<file path="src/sv/psm_pkg.sv">
// Shared constants for the primary sample mutation block.
package psm_pkg;
   localparam int PSM_FRAC_BITS = 24;
   localparam int PSM_QUEUE_DEPTH = 4;
   localparam int PSM_CSR_ADDR_W = 3;
   localparam logic PSM_REG_MUTATION_RANGE = 1'b0;
   localparam logic PSM_MODE_PLAIN = 1'b0;
   localparam logic PSM_MODE_SCALED = 1'b1;
endpackage

</file>
<file path="src/sv/psm_queue.sv">
// Short queue between the front stage and the divider pipeline.
module psm_queue #(
   parameter int WIDTH = 8,
   parameter int DEPTH = psm_pkg::PSM_QUEUE_DEPTH
) (
   input  logic             clock,
   input  logic             reset,
   input  logic             push,
   input  logic [WIDTH-1:0] push_data,
   output logic             push_ready,
   input  logic             pop,
   output logic             pop_valid,
   output logic [WIDTH-1:0] pop_data
);
   localparam int PW = (DEPTH > 1) ? $clog2(DEPTH) : 1;
   localparam int CW = $clog2(DEPTH + 1);

   logic [WIDTH-1:0] entry_ff [DEPTH];
   logic [PW-1:0]    wr_ptr_ff, wr_ptr_in, rd_ptr_ff, rd_ptr_in;
   logic [CW-1:0]    count_ff, count_in;

   assign push_ready = (count_ff != CW'(DEPTH));
   assign pop_valid = (count_ff != '0);
   assign pop_data = entry_ff[rd_ptr_ff];

   always_comb begin
      wr_ptr_in = wr_ptr_ff;
      rd_ptr_in = rd_ptr_ff;
      count_in = count_ff;
      if (push) begin
         wr_ptr_in = (wr_ptr_ff == PW'(DEPTH - 1)) ? '0 : wr_ptr_ff + PW'(1);
      end
      if (pop) begin
         rd_ptr_in = (rd_ptr_ff == PW'(DEPTH - 1)) ? '0 : rd_ptr_ff + PW'(1);
      end
      if (push && !pop) begin
         count_in = count_ff + CW'(1);
      end else if (pop && !push) begin
         count_in = count_ff - CW'(1);
      end
   end

   always_ff @(posedge clock) begin
      if (reset) begin
         wr_ptr_ff <= '0;
         rd_ptr_ff <= '0;
         count_ff <= '0;
      end else begin
         wr_ptr_ff <= wr_ptr_in;
         rd_ptr_ff <= rd_ptr_in;
         count_ff <= count_in;
      end
   end

   always_ff @(posedge clock) begin
      if (push) begin
         entry_ff[wr_ptr_ff] <= push_data;
      end
   end

   a_count_bound: assert property (@(posedge clock) disable iff (reset)
      count_ff <= CW'(DEPTH)) else $error("queue count exceeds depth");
   a_no_underflow: assert property (@(posedge clock) disable iff (reset)
      pop |-> count_ff != '0) else $error("pop from empty queue");
   a_no_overflow: assert property (@(posedge clock) disable iff (reset)
      (push && !pop) |-> count_ff != CW'(DEPTH)) else $error("push into full queue");
endmodule

</file>
<file path="config.mk">
export PLATFORM = sky130hd
export DESIGN_NAME = psm_queue
export DESIGN_NICKNAME = d
export VERILOG_FILES = /design/src/sv/psm_pkg.sv /design/src/sv/psm_queue.sv
export SDC_FILE = /design/constraint.sdc
export NUM_CORES = 1
export LEC_CHECK = 0
export BUFFER_PORTS_ARGS = -buffer_cell sky130_fd_sc_hd__buf_2
export CAP_MARGIN = 20
export CORE_ASPECT_RATIO = 0.75
export CORE_MARGIN = 8
export CORE_UTILIZATION = 35
export CTS_BUF_LIST = sky130_fd_sc_hd__clkbuf_16
export DETAILED_ROUTE_END_ITERATION = 7
export GPL_TIMING_DRIVEN = 0
export PLACE_DENSITY = 0.6
export SYNTH_ARGS = -nofsm -noshare
export SYNTH_HDL_FRONTEND = slang
export SYNTH_SLANG_ARGS = --single-unit
</file>
<file path="constraint.sdc">
create_clock -name clock -period 1.65 [get_ports clock]
set_input_delay 0.165 -clock clock [delete_from_list [all_inputs] [get_ports clock]]
set_output_delay 0.165 -clock clock [all_outputs]
set_load 0.05 [all_outputs]
</file>
==> impl_metrics.json <==
{
  "status": "completed",
  "grt_remaining_overflow": 0,
  "p_leak_nw": 0.7435,
  "cap_violations": 0,
  "root_buffer": "clkbuf_16",
  "startpoint_type": "flop",
  "synthToLayoutAreaGrowth_pct": 25.27,
  "ios": 22,
  "yosysUniqueCellTypes": 17,
  "hold_end": "entry_ff[1][7]",
  "final_core_util_pct": 45.11,
  "layout_common_cells": "edfxtp_1 (32), buf_2 (13), mux4_2 (8), nor2_1 (8), dfxtp_1 (8)",
  "reg2reg_slack_ns": 0.10,
  "design.die.area_sq_um": 7010,
  "finalCritPeriodShare_pct": 98.05,
  "peakVddDrop_v": 0.0005016,
  "start_util_pct": 36.01,
  "path_cells": "buf_12 -> mux4_2 -> buf_8",
  "nets": 134,
  "grtUsageTotal_pct": 8.732,
  "num-fill-cells": 395,
  "antenna_found_initial": 0,
  "required_ns": 1.48,
  "synthesis.area_sq_um": 1599,
  "setup_violations": 0,
  "synth_area_per_cell_sq_um": 18.38,
  "hp-class": "primary input to flop",
  "die_w_microns": 94.05,
  "drt_pass1_iterations": 4,
  "clkLatencyLatePin_ns": 0.28,
  "cp_num_buf_inv": 2,
  "slew-limit-headroom_pct": 70.48,
  "min_period_ns": 1.618,
  "slowest_stage": "mux4_2",
  "cpPeakStageDelay_ns": 0.53,
  "ant_nets": 0,
  "crit_fanout": 8,
  "clkSinkCount": 41,
  "route.detailed.drc": 0,
  "final_hold_viol_count": 0,
  "r2r_cells": 4,
  "grt_pass1_vias": 880,
  "ys_warn_count": 0,
  "drtIter0Drc": 31,
  "rsz0062_at_grt": "yes",
  "worstHoldPathCells": 1,
  "postPlaceCellArea_sq_um": 1775,
  "rows": 21,
  "ys_ff_latch": 41,
  "fmax_ghz": 0.6181,
  "cts_tree": "done",
  "htreeDepth": 2,
  "fp.coreArea_sq_um": 4441,
  "setup.worst_path.end_class": "output port",
  "grt_max_degree": 15,
  "cp.arrival_ns": 1.45,
  "critPathTopFamily": "multiplexers",
  "clk_pin_slew_worst_paths_ns": 0.06,
  "diodes": 0,
  "syn-num-nets": 106,
  "clock_skew_ns": 0.004909,
  "fin_tns_setup_ns": 0,
  "vias": 814,
  "netlist_instances": 87,
  "drt_wl_total_microns": 2794,
  "reg2reg_from": "count_ff[0]",
  "powerDensity_nw_per_um2": 1357,
  "crit_type": "flop to output port",
  "hp-start": "push_data[7]",
  "post-dp-hpwl_microns": 1979,
  "cts_buffer_depth": 2,
  "cts_buffers": 5,
  "slew_violations": 0,
  "die_h_microns": 74.54,
  "drive_gt1_share_pct": 34.48,
  "tightest_slew_ns": 0.4429,
  "ys_seq_area_share_pct": 71.36,
  "via_per_inst": 4.705,
  "gp_congestion": 0.6824,
  "wl_per_cell_microns": 16.15,
  "port_buffers": 21,
  "layout_commonest_cell": "edfxtp_1",
  "rr_endpoint": "count_ff[2]",
  "final_area_sq_um": 2003,
  "ctsHoldBuffers": 0,
  "grt_pass1_wl_microns": 4360
}
[sequential cells by signal (all words and copies together) (netlist names), named ones only]
name / cells
entry_ff: 32
count_ff: 3
rd_ptr_ff: 2
wr_ptr_ff: 2
[Yosys cell counts]
cell,number,area (sq um)
dfxtp_1,9,180.2
nand2_1,1,3.750
mux4_2,8,180.2
nor2_1,8,30.03
ha_1,6,75.07
inv_1,4,15.01
mux2i_1,4,40.04
or3_1,2,12.51
and2_1,4,25.02
edfxtp_1,32,960.9
fa_1,1,20.02
a21oi_1,2,10.01
xor2_1,2,17.52
nor3b_1,1,7.510
o21ai_0,1,5.000
buf_6,1,11.26
clkbuf_2,1,5.000
[layer usage]
layer  wire (microns)  part of all wire (%)  up-vias  track usage (%)
met4               41                   1.5        0            4.203
met2             1433                    51       19            14.72
met5                0                     0        -                0
met3              160                   5.7        6            4.536
li1                 -                     -      386                -
met1             1159                    41      403            8.845
[final cells by class]
class	instances	area [sq um]	area share [%]
clock buffer	5	125.1	6.246
clock inverter	3	46.29	2.311
tap	57	71.32	3.560
inverter	4	15.01	0.7495
sequential	41	1142	57.03
buffer	2	25.02	1.249
multi-input combinational	40	426.7	21.30
timing repair buffer	21	151.4	7.558
[worst max path at each step]
stage,start,end,slack [ns],depth (start not counted)
2_1_floorplan,pop,count_ff[2],0.22,7
3_3_place_gp,pop,count_ff[2],0.04,8
3_5_place_dp,pop,count_ff[2],-0.12,8
4_1_cts,flop,pop_data[0],0.009,3
5_1_grt,flop,pop_data[0],-0.01,3
6_report,flop,pop_data[0],0.03,3
[where the power goes]
group	total (W)	leakage, nW	internal (W)	switching (W)
combinational	0.000413	0.295	0.000156	0.000257
sequential	0.00121	0.369	0.00118	0.0000317
clock	0.00110	0.0800	0.000715	0.000382
[timing repair]
| item | CTS | global route |
|---|---|---|
| setup endpoints to repair | 8 | 3 |
| setup buffers | 0 | 0 |
| resized for setup | 18 | 0 |
[logic make-up after synthesis]
group	synth area share, %
AOI/OAI and AO/OA	0.9387
and+or+nand+nor	4.929
buffers and inverters	1.956
xor gates and xnor gates	1.096
muxes	13.77
adders and majority gates	5.947
DFF	71.36
[per-stage QoR]
step / setup slack, ns / hold WS [ns] / std cells / power (W)
floorplan: 0.2233 / 0.2341 / 87 / 0.001502
global placement: 0.04279 / 0.3760 / 165 / 0.001587
detailed placement: -0.1216 / 0.3872 / 165 / 0.001608
CTS: 0.009300 / 0.09583 / 173 / 0.002741
global route: -0.01299 / 0.09725 / 173 / 0.002815
finish: 0.03219 / 0.09636 / 173 / 0.002718
No activity file was read; power rests on OpenSTA's default activity.
