===== config.mk =====
export PLATFORM = sky130hd
export DESIGN_NAME = psm_front_flat
export DESIGN_NICKNAME = d
export VERILOG_FILES = /design/src/sv/psm_pkg.sv /design/src/sv/psm_req_if.sv /design/src/sv/psm_front.sv /design/src/flat_wrapper.sv
export SDC_FILE = /design/constraint.sdc
export NUM_CORES = 1
export LEC_CHECK = 0
export BUFFER_PORTS_ARGS = -buffer_cell sky130_fd_sc_hd__buf_4
export CAP_MARGIN = 10
export CORE_ASPECT_RATIO = 1.25
export CORE_MARGIN = 3
export CORE_UTILIZATION = 28
export DETAILED_ROUTE_END_ITERATION = 6
export PLACE_DENSITY = 0.49
export SLEW_MARGIN = 40
export SYNTH_ARGS = -nofsm -noshare
export SYNTH_HDL_FRONTEND = slang
export SYNTH_SLANG_ARGS = --single-unit

===== constraint.sdc =====
create_clock -name clock -period 13.8 [get_ports clock]
set_input_delay 1.38 -clock clock [delete_from_list [all_inputs] [get_ports clock]]
set_output_delay 1.38 -clock clock [all_outputs]
set_load 0.01 [all_outputs]

===== src/sv/psm_pkg.sv =====
// Shared constants for the primary sample mutation block.
package psm_pkg;
   localparam int PSM_FRAC_BITS = 24;
   localparam int PSM_QUEUE_DEPTH = 4;
   localparam int PSM_CSR_ADDR_W = 3;
   localparam logic PSM_REG_MUTATION_RANGE = 1'b0;
   localparam logic PSM_MODE_PLAIN = 1'b0;
   localparam logic PSM_MODE_SCALED = 1'b1;
endpackage


===== src/sv/psm_req_if.sv =====
// Input channel carrying one sample and one random value per item.
interface psm_req_if #(parameter int FRAC_BITS = psm_pkg::PSM_FRAC_BITS);
   logic                 valid;
   logic                 ready;
   logic                 req_type;
   logic [FRAC_BITS-1:0] sample_value;
   logic [FRAC_BITS-1:0] random_value;
   modport source(output valid, req_type, sample_value, random_value, input ready);
   modport sink(input valid, req_type, sample_value, random_value, output ready);
endinterface


===== src/sv/psm_front.sv =====
// Front stage: accepts items and forms the divider operands of the mutation law.
module psm_front #(
   parameter int FRAC_BITS = psm_pkg::PSM_FRAC_BITS,
   parameter int EW = 1 + 2 * FRAC_BITS + (FRAC_BITS + 6) + (2 * FRAC_BITS + 2)
) (
   input  logic                 clock,
   input  logic                 reset,
   psm_req_if.sink              req_if,
   input  logic [FRAC_BITS-1:0] mutation_range,
   output logic                 push_valid,
   output logic [EW-1:0]        push_data,
   input  logic                 push_ready
);
   localparam int F = FRAC_BITS;
   localparam int DSW = F + 6;
   localparam int DW = 2 * F + 2;
   localparam longint unsigned ONE_L = 64'd1 << F;
   localparam logic [F-1:0] T2_PLAIN = F'((ONE_L + 64'd264) / 64'd528);
   localparam logic [F:0] ONE_W = {1'b1, {F{1'b0}}};

   logic          valid_ff, valid_in;
   logic [EW-1:0] data_ff;
   logic [F:0]    twice, a;
   logic [DSW-1:0] dsr, r33;
   logic [DW-1:0] num, dividend;
   logic [F:0]    t2_wide;
   logic [F-1:0]  t2;
   logic          up, take;

   assign take = req_if.valid && req_if.ready;
   assign req_if.ready = !valid_ff || push_ready;

   always_comb begin
      twice = {req_if.random_value, 1'b0};
      a = (twice >= ONE_W) ? (twice - ONE_W) : (ONE_W - twice);
      dsr = DSW'(ONE_W) + (DSW'(a) << 5);
      r33 = (DSW'(mutation_range) << 5) + DSW'(mutation_range);
      t2_wide = ({1'b0, mutation_range} + (F+1)'(16)) >> 5;
      if (req_if.req_type == psm_pkg::PSM_MODE_SCALED) begin
         num = DW'(r33) << (F - 5);
         t2 = t2_wide[F-1:0];
      end else begin
         num = DW'(1) << (2 * F - 4);
         t2 = T2_PLAIN;
      end
      dividend = num + DW'(dsr >> 1);
      up = !req_if.random_value[F-1];
   end

   always_comb begin
      valid_in = valid_ff;
      if (take) begin
         valid_in = 1'b1;
      end else if (push_ready) begin
         valid_in = 1'b0;
      end
   end

   always_ff @(posedge clock) begin
      if (reset) begin
         valid_ff <= 1'b0;
      end else begin
         valid_ff <= valid_in;
      end
   end

   always_ff @(posedge clock) begin
      if (take) begin
         data_ff <= {up, req_if.sample_value, t2, dsr, dividend};
      end
   end

   assign push_valid = valid_ff;
   assign push_data = data_ff;
endmodule


===== src/flat_wrapper.sv =====
// flat-port wrapper written by rule: the top's interface ports become plain ports
module psm_front_flat 
#(
   parameter int FRAC_BITS = psm_pkg::PSM_FRAC_BITS,
   parameter int EW = 1 + 2 * FRAC_BITS + (FRAC_BITS + 6) + (2 * FRAC_BITS + 2)
)
  (clock, reset, mutation_range, push_valid, push_data, push_ready, req_if_valid, req_if_req_type, req_if_sample_value, req_if_random_value, req_if_ready);
  psm_req_if #(.FRAC_BITS(FRAC_BITS)) req_if_i ();
  input  logic clock;
  input  logic reset;
  input  logic [FRAC_BITS-1:0] mutation_range;
  output logic push_valid;
  output logic [EW-1:0] push_data;
  input  logic push_ready;
  input wire logic [$bits(req_if_i.valid)-1:0] req_if_valid;
  input wire logic [$bits(req_if_i.req_type)-1:0] req_if_req_type;
  input wire logic [$bits(req_if_i.sample_value)-1:0] req_if_sample_value;
  input wire logic [$bits(req_if_i.random_value)-1:0] req_if_random_value;
  output wire logic [$bits(req_if_i.ready)-1:0] req_if_ready;
  assign req_if_i.valid = req_if_valid;
  assign req_if_i.req_type = req_if_req_type;
  assign req_if_i.sample_value = req_if_sample_value;
  assign req_if_i.random_value = req_if_random_value;
  assign req_if_ready = req_if_i.ready;
  psm_front #(.FRAC_BITS(FRAC_BITS), .EW(EW)) u_core (.clock(clock), .reset(reset), .req_if(req_if_i), .mutation_range(mutation_range), .push_valid(push_valid), .push_data(push_data), .push_ready(push_ready));
endmodule

==> results of run 1 <==
==> power by group through the flow <==
stage	Clock, mW	Combinational [mW]	Sequential [mW]
2_1_floorplan	0	0.135	0.402
3_3_place_gp	0	0.247	0.387
3_5_place_dp	0	0.247	0.388
4_1_cts	0.267	0.248	0.381
5_1_grt	0.278	0.271	0.383
6_report	0.255	0.244	0.380
==> worst max-delay path by stage <==
stage          depth (start not counted)              endpoint                   start
6_report                              16  u_core.push_data[42]  req_if_random_value[3]
4_1_cts                               16  u_core.push_data[42]  req_if_random_value[3]
3_5_place_dp                          16  u_core.push_data[42]  req_if_random_value[3]
2_1_floorplan                         18  u_core.push_data[43]  req_if_random_value[8]
5_1_grt                               16  u_core.push_data[42]  req_if_random_value[3]
3_3_place_gp                          16  u_core.push_data[42]  req_if_random_value[3]
==> cell families (layout without fill, tap and decap cells) <==
| kind of cell | after synthesis | after routing | synth area share [%] |
|---|---|---|---|
| XOR/XNOR | 73 | 73 | 9.70 |
| flip-flops | 101 | 101 | 45.9 |
| AND/OR/NAND/NOR | 240 | 240 | 19.2 |
| other | 1 | 16 | 0.0569 |
| AO/OA/AOI/OAI | 123 | 123 | 13.0 |
| multiplexers | 1 | 1 | 0.171 |
| buffers and inverters | 70 | 233 | 5.64 |
| adder cells (fa/ha/maj) | 32 | 32 | 6.30 |
==> layer usage <==
| metal | vias up | global-route usage (%) | part of all wire, % |
|---|---|---|---|
| met5 | - | 0 | 0 |
| met3 | 16 | 3.42 | 7.7 |
| met2 | 213 | 25.3 | 49 |
| met1 | 2596 | 17.7 | 42 |
| li1 | 2657 | - | - |
| met4 | 0 | 3.77 | 1.4 |
==> state kept, by name, indices dropped and copies added, names as in the netlist <==
signal	count
u_core.push_data	100
u_core.push_valid	1
==> Yosys cell counts, drive strengths merged, types with 5 or more instances <==
library cell  count
nand2b            8
xor2             32
a21o              8
nor2             51
ha               30
clkbuf           17
edfxtp          100
o21ai            22
nand2            56
nor2b             7
inv              23
o211ai            8
nand4            11
nand3            22
or3              12
and3             15
or2               5
nor3             17
xnor2            41
o2111ai           6
buf              30
and2             14
a211oi            5
a21oi            36
==> critical path, cell delays in order <==
cell,delay [ns]
buf_4,0.13
nor2_1,0.17
nor4b_2,0.45
or4b_1,0.54
or4_1,0.48
or4_1,0.44
and2_1,0.18
xnor2_1,0.20
xnor2_1,0.12
ha_1,0.43
nand3_1,0.11
o2111ai_1,0.25
nand3b_1,0.34
nor4_1,0.64
and3_1,0.25
nor3_1,0.05
==> stage by stage <==
step / worst slack (ns) / hold WS [ns] / utilization, % / power (mW)
3_3_place_gp: 7.39 / 0.523 / 35.5 / 0.634
2_1_floorplan: 7.97 / 0.593 / - / 0.537
3_5_place_dp: 7.32 / 0.519 / 35.5 / 0.634
6_report: 7.73 / 0.532 / 36.8 / 0.880
5_1_grt: 7.24 / 0.557 / 36.8 / 0.932
4_1_cts: 7.67 / 0.536 / 36.8 / 0.895
==> cell type report <==
cell class / count / area, um2 / share of cell area (%)
multi-input combinational: 485 / 3250 / 38.4
sequential: 101 / 3020 / 35.7
timing repair buffer: 194 / 1460 / 17.2
tap: 288 / 360 / 4.25
clock buffer: 9 / 225 / 2.66
inverter: 23 / 86.3 / 1.02
clock inverter: 7 / 65.1 / 0.768
==> results.ini, run 1 <==
[sta]
skew_ns = 0.00563
finalHoldViolCount = 0
tightest_slew_ns = 0.708
finalCritPeriodShare_pct = 44.0
fin_setup_tns_ns = 0
setup_viol = 0
rsz0062_at_grt = no
fmax_mhz = 165
max-slew-margin-rel_pct = 52.4
min_period_ns = 6.07
drv_slew = 0

[placed_design]
gp_congestion = 0.801
dpl_cell_area_mm2 = 0.00818
port_buffers = 192
hpwl_mm = 15.0
dp.cells = 1091

[clock_tree]
cts_setup_buffers = 0
ctsHoldBuffers = 0
cts_resized = 0
cts_tree = done
cts_buffers = 9
clk_pin_slew_ns = 0.08
clkLatencyLatePin_ns = 0.35
clock_path_buffers = 2
cts-root-buf = clkbuf_16
h-tree-depth = 3
clock_sinks = 101

[worst_setup_path]
r2r_setup_slack_ns = 11.89
r2r_cells = 3
worstSetupEndpointType = register
r2r_end = u_core.push_data[24]
critical_path.max_fanout = 7
crit_type = in2reg
start_kind = input pin
crit_arrival_ns = 6.17
cp_data_required_time_ns = 13.90
rr_startpoint = u_core.push_valid

[detailed_routing]
routedWlPerCell_um = 17.2
routed-via-count = 5482
routed_wl_mm = 19.1
viasPerCell = 4.95
drc = 0
antenna_left = 0
drt_pass1_iterations = 5
drt_iter0_drc = 284

[floorplanning]
core_mm2 = 0.0230
fp-row-count = 62
start_util_pct = 28.6
die_y_um = 178
dieArea_mm2 = 0.0254
die_w_um = 143
io_pins = 208

[layout]
final_common_cell = buf_4
instances_no_fill = 1107
final_layout_size_suffix_gt1_share_pct = 28.0
finalInstanceArea_mm2 = 0.00847
mostFrequentLayoutCells = 193 x buf_4, 100 x edfxtp_1, 56 x nand2_1, 51 x nor2_1, 41 x xnor2_1
diodes = 0
nets = 923
area_delta_synth_final_pct = 28.6
fillers = 2328

[yosys]
ys_types = 65
seq_area_frac_synth_pct = 45.9
async_reset_ff_share_pct = 0
avgSynthCellArea_um2 = 10.3
ys_top_cells_by_area = edfxtp_1 46%, ha_1 5.7%, xnor2_1 5.4%, xor2_1 4.3%, buf_4 3.3%
synth_warnings = 0
synth_top_cell_by_area = edfxtp_1
syn_inst = 641
synth_edf_count = 100
ys_ff_latch = 101
syn_area_mm2 = 0.00659
synthFlopType = edfxtp_1
synth_top_area_share_pct = 45.6

[global_routing]
grt_antenna_before_repair = 0
grt_max_degree = 64
grt_pass1_wl_mm = 28.4
grt_overflow = 0
grt_pass1_vias = 5172
grt_use_total_pct = 14.4

[power]
p_leak_nw = 3.45
power_switching_share_pct = 31.0
seqPwrFrac_pct = 43.2
p_comb_share_pct = 27.8
clkPwrFrac_pct = 29.0
power.internal_mw = 0.607
power.density_mw_per_mm2 = 104
peakVddDrop_uv = 51.0
p_switching_mw = 0.273

[hold_path]
hold_end = u_core.push_valid
hold_path_class = reg2reg
min-delay-start = u_core.push_valid
min_path_cells = 2

[flow_run]
drv_cap = 0

[run_status]
status = finished clean

Power figures use the tool's default switching activity.
==> run 2, diff against run 1 <==
- PLACE_DENSITY: 0.49 -> 0.51
- clock period: 13.8 -> 5 ns (I/O delays scaled with it)
==> run 2 against run 1 <==
Effect of this change:
- combinational power grew to 2.9 times the previous value
- clock skew is 0.0030 ns higher
- critical path depth is 2 higher
- global-route usage hardly changed
- clock power grew to 2.7 times the previous value
- power grew to 2.8 times the previous value
- register-to-register slack worse by 8.6 ns
- largest cell class unchanged
- highest routed layer unchanged
==> results.ini, run 2 (same netlist as run 1, synthesis figures left out) <==
[placed_design]
hpwl_mm = 15.7  ; +5.1%
port_buffers = 192  ; unchanged
dp.cells = 1130  ; +3.6%
gp_congestion = 0.824  ; +2.9%

[worst_setup_path]
path_buf_inv = 1  ; unchanged
r2r_cells = 3  ; unchanged
worst_path_largest_cell_delay_ns = 0.54  ; -0.10 ns
path_cells = buf_4 > nor4_4 > nand2_1 > or4b_1 > or4_1 > or4_1 > and2_1 > xnor2_2 > nand2b_1 > a21boi_2 > ha_1 > nor2b_1 > o21ai_0 > o211ai_2 > and2b_2 > or4b_4 > or4_1 > nand2_1
cp_data_required_time_ns = 5.22  ; -8.68 ns
crit_arrival_ns = 5.01  ; -1.16 ns
worstSetupEndpointType = register
slowest_stage = or4b_1
r2r_setup_slack_ns = 3.32  ; -8.57 ns
crit_top_cell = or4_1
start_kind = input pin
r2r_end = u_core.push_data[83]
crit_type = in2reg
path_delay_family = simple AND/OR/NAND/NOR gates
rr_startpoint = u_core.push_valid
critical_path.max_fanout = 5  ; -2

[clock_tree]
cts_tree = done
clkLatencyLatePin_ns = 0.34  ; about the same
clk_pin_slew_ns = 0.08  ; about the same
cts_buffers = 9  ; unchanged
clock_path_buffers = 2  ; unchanged
clock_sinks = 101  ; unchanged
h-tree-depth = 3  ; unchanged
cts-root-buf = clkbuf_16
cts_resized = 0  ; unchanged
ctsHoldBuffers = 0  ; unchanged
cts_setup_buffers = 0  ; unchanged

[sta]
min_period_ns = 4.79
setup_viol = 0  ; unchanged
hold_slack_ns = 0.297  ; -0.234 ns
drv_slew = 0  ; unchanged
skew_ns = 0.00861  ; +0.00298 ns
tightest_slew_ns = 0.634  ; -0.0735 ns
fmax_mhz = 209
finalHoldViolCount = 0  ; unchanged
rsz0062_at_grt = no
max-slew-margin-rel_pct = 57.7  ; +5.3 points
finalCritPeriodShare_pct = 95.8

[detailed_routing]
drc = 0  ; unchanged
drt_pass1_iterations = 4  ; -1
viasPerCell = 4.83  ; -2.5%
routedWlPerCell_um = 17.0  ; -1.5%
routed-via-count = 5531  ; +0.89%
drt_iter0_drc = 278  ; -2.1%
antenna_left = 0  ; unchanged
routed_wl_mm = 19.5  ; +2.0%

[global_routing]
grt_pass1_vias = 5146  ; -0.50%
grt_max_degree = 41  ; -36%
grt_pass1_wl_mm = 28.4  ; about the same
grt_overflow = 0  ; unchanged
grt_antenna_before_repair = 0  ; unchanged
grt_use_total_pct = 14.4  ; -0.032 points

[layout]
final_common_cell = buf_4
mostFrequentLayoutCells = 232 x buf_4, 100 x edfxtp_1, 56 x nand2_1, 51 x nor2_1, 40 x xnor2_1
nets = 962  ; +4.2%
instances_no_fill = 1146  ; +3.5%
diodes = 0  ; unchanged
fin_util_pct = 38.2  ; +1.4 points
final_layout_size_suffix_gt1_share_pct = 31.6  ; +3.6 points
area_delta_synth_final_pct = 33.4
largest_reg_flops = 100  ; unchanged

[floorplanning]
die_w_um = 143  ; unchanged
start_util_pct = 28.6  ; unchanged
die_y_um = 178  ; unchanged
dieArea_mm2 = 0.0254  ; unchanged
fp-row-count = 62  ; unchanged
core_mm2 = 0.0230  ; unchanged
io_pins = 208  ; unchanged

[power]
p_leak_nw = 3.66  ; +5.9%
clkPwrFrac_pct = 28.1  ; -0.9 points
peakVddDrop_uv = 140  ; +170%
seqPwrFrac_pct = 42.7  ; -0.5 points
p_switching_mw = 0.742  ; +170%
power_switching_share_pct = 30.2  ; -0.88 points
p_comb_share_pct = 29.2  ; +1.4 points
power.internal_mw = 1.72  ; +180%
power.density_mw_per_mm2 = 280  ; +170%
finalPower_mw = 2.46  ; +180%

[hold_path]
min_path_cells = 2  ; unchanged
min-delay-start = reset
hold_path_class = in2reg
hold_end = u_core.push_valid

[flow_run]
drv_cap = 0  ; unchanged

[run_status]
status = finished clean

run 2: how the worst max path moves through the flow:
stage,startpoint,endpoint,cells after the start
CTS,req_if_random_value[8],u_core.push_data[43],18
global route,req_if_random_value[8],u_core.push_data[43],19
detailed placement,req_if_random_value[8],u_core.push_data[43],18
finish,req_if_random_value[8],u_core.push_data[43],18
global placement,req_if_random_value[8],u_core.push_data[43],18
floorplan,req_if_random_value[8],u_core.push_data[43],18
run 2: area by class of cell:
| type | instances | area (um2) |
|---|---|---|
| Clock buffer | 10 | 239 |
| Clock inverter | 6 | 55.1 |
| Fill cell | 2318 | 14200 |
| Inverter | 23 | 86.3 |
| Multi-Input combinational cell | 485 | 3270 |
| Sequential cell | 101 | 3020 |
| Tap cell | 288 | 360 |
| Timing Repair Buffer | 233 | 1760 |
run 2: stage by stage:
step	TNS (ns)	worst slack, ns	instance area, um2
final	0	0.210	8790
after global routing	0	0.000565	8790
after CTS	0	0.157	8780
after detailed placement	-0.802	-0.170	8490
after global placement	-0.428	-0.159	8470
after floorplan	0	0.0511	6650
run 2: layer usage:
metal | vias up | routed length (um) | GRT usage [%]
li1 | 2734 | - | -
met1 | 2564 | 7990 | 17.1
met2 | 210 | 9750 | 26.0
met3 | 23 | 1180 | 2.43
met4 | 0 | 531 | 5.06
met5 | - | 0 | 0
run 2: power groups by stage:
| stage | clock (mW) | sequential (mW) | combinational, mW |
|---|---|---|---|
| 6_report | 0.691 | 1.05 | 0.718 |
| 3_3_place_gp | 0 | 1.07 | 0.718 |
| 4_1_cts | 0.720 | 1.05 | 0.724 |
| 5_1_grt | 0.755 | 1.06 | 0.786 |
| 2_1_floorplan | 0 | 1.11 | 0.372 |
| 3_5_place_dp | 0 | 1.07 | 0.722 |
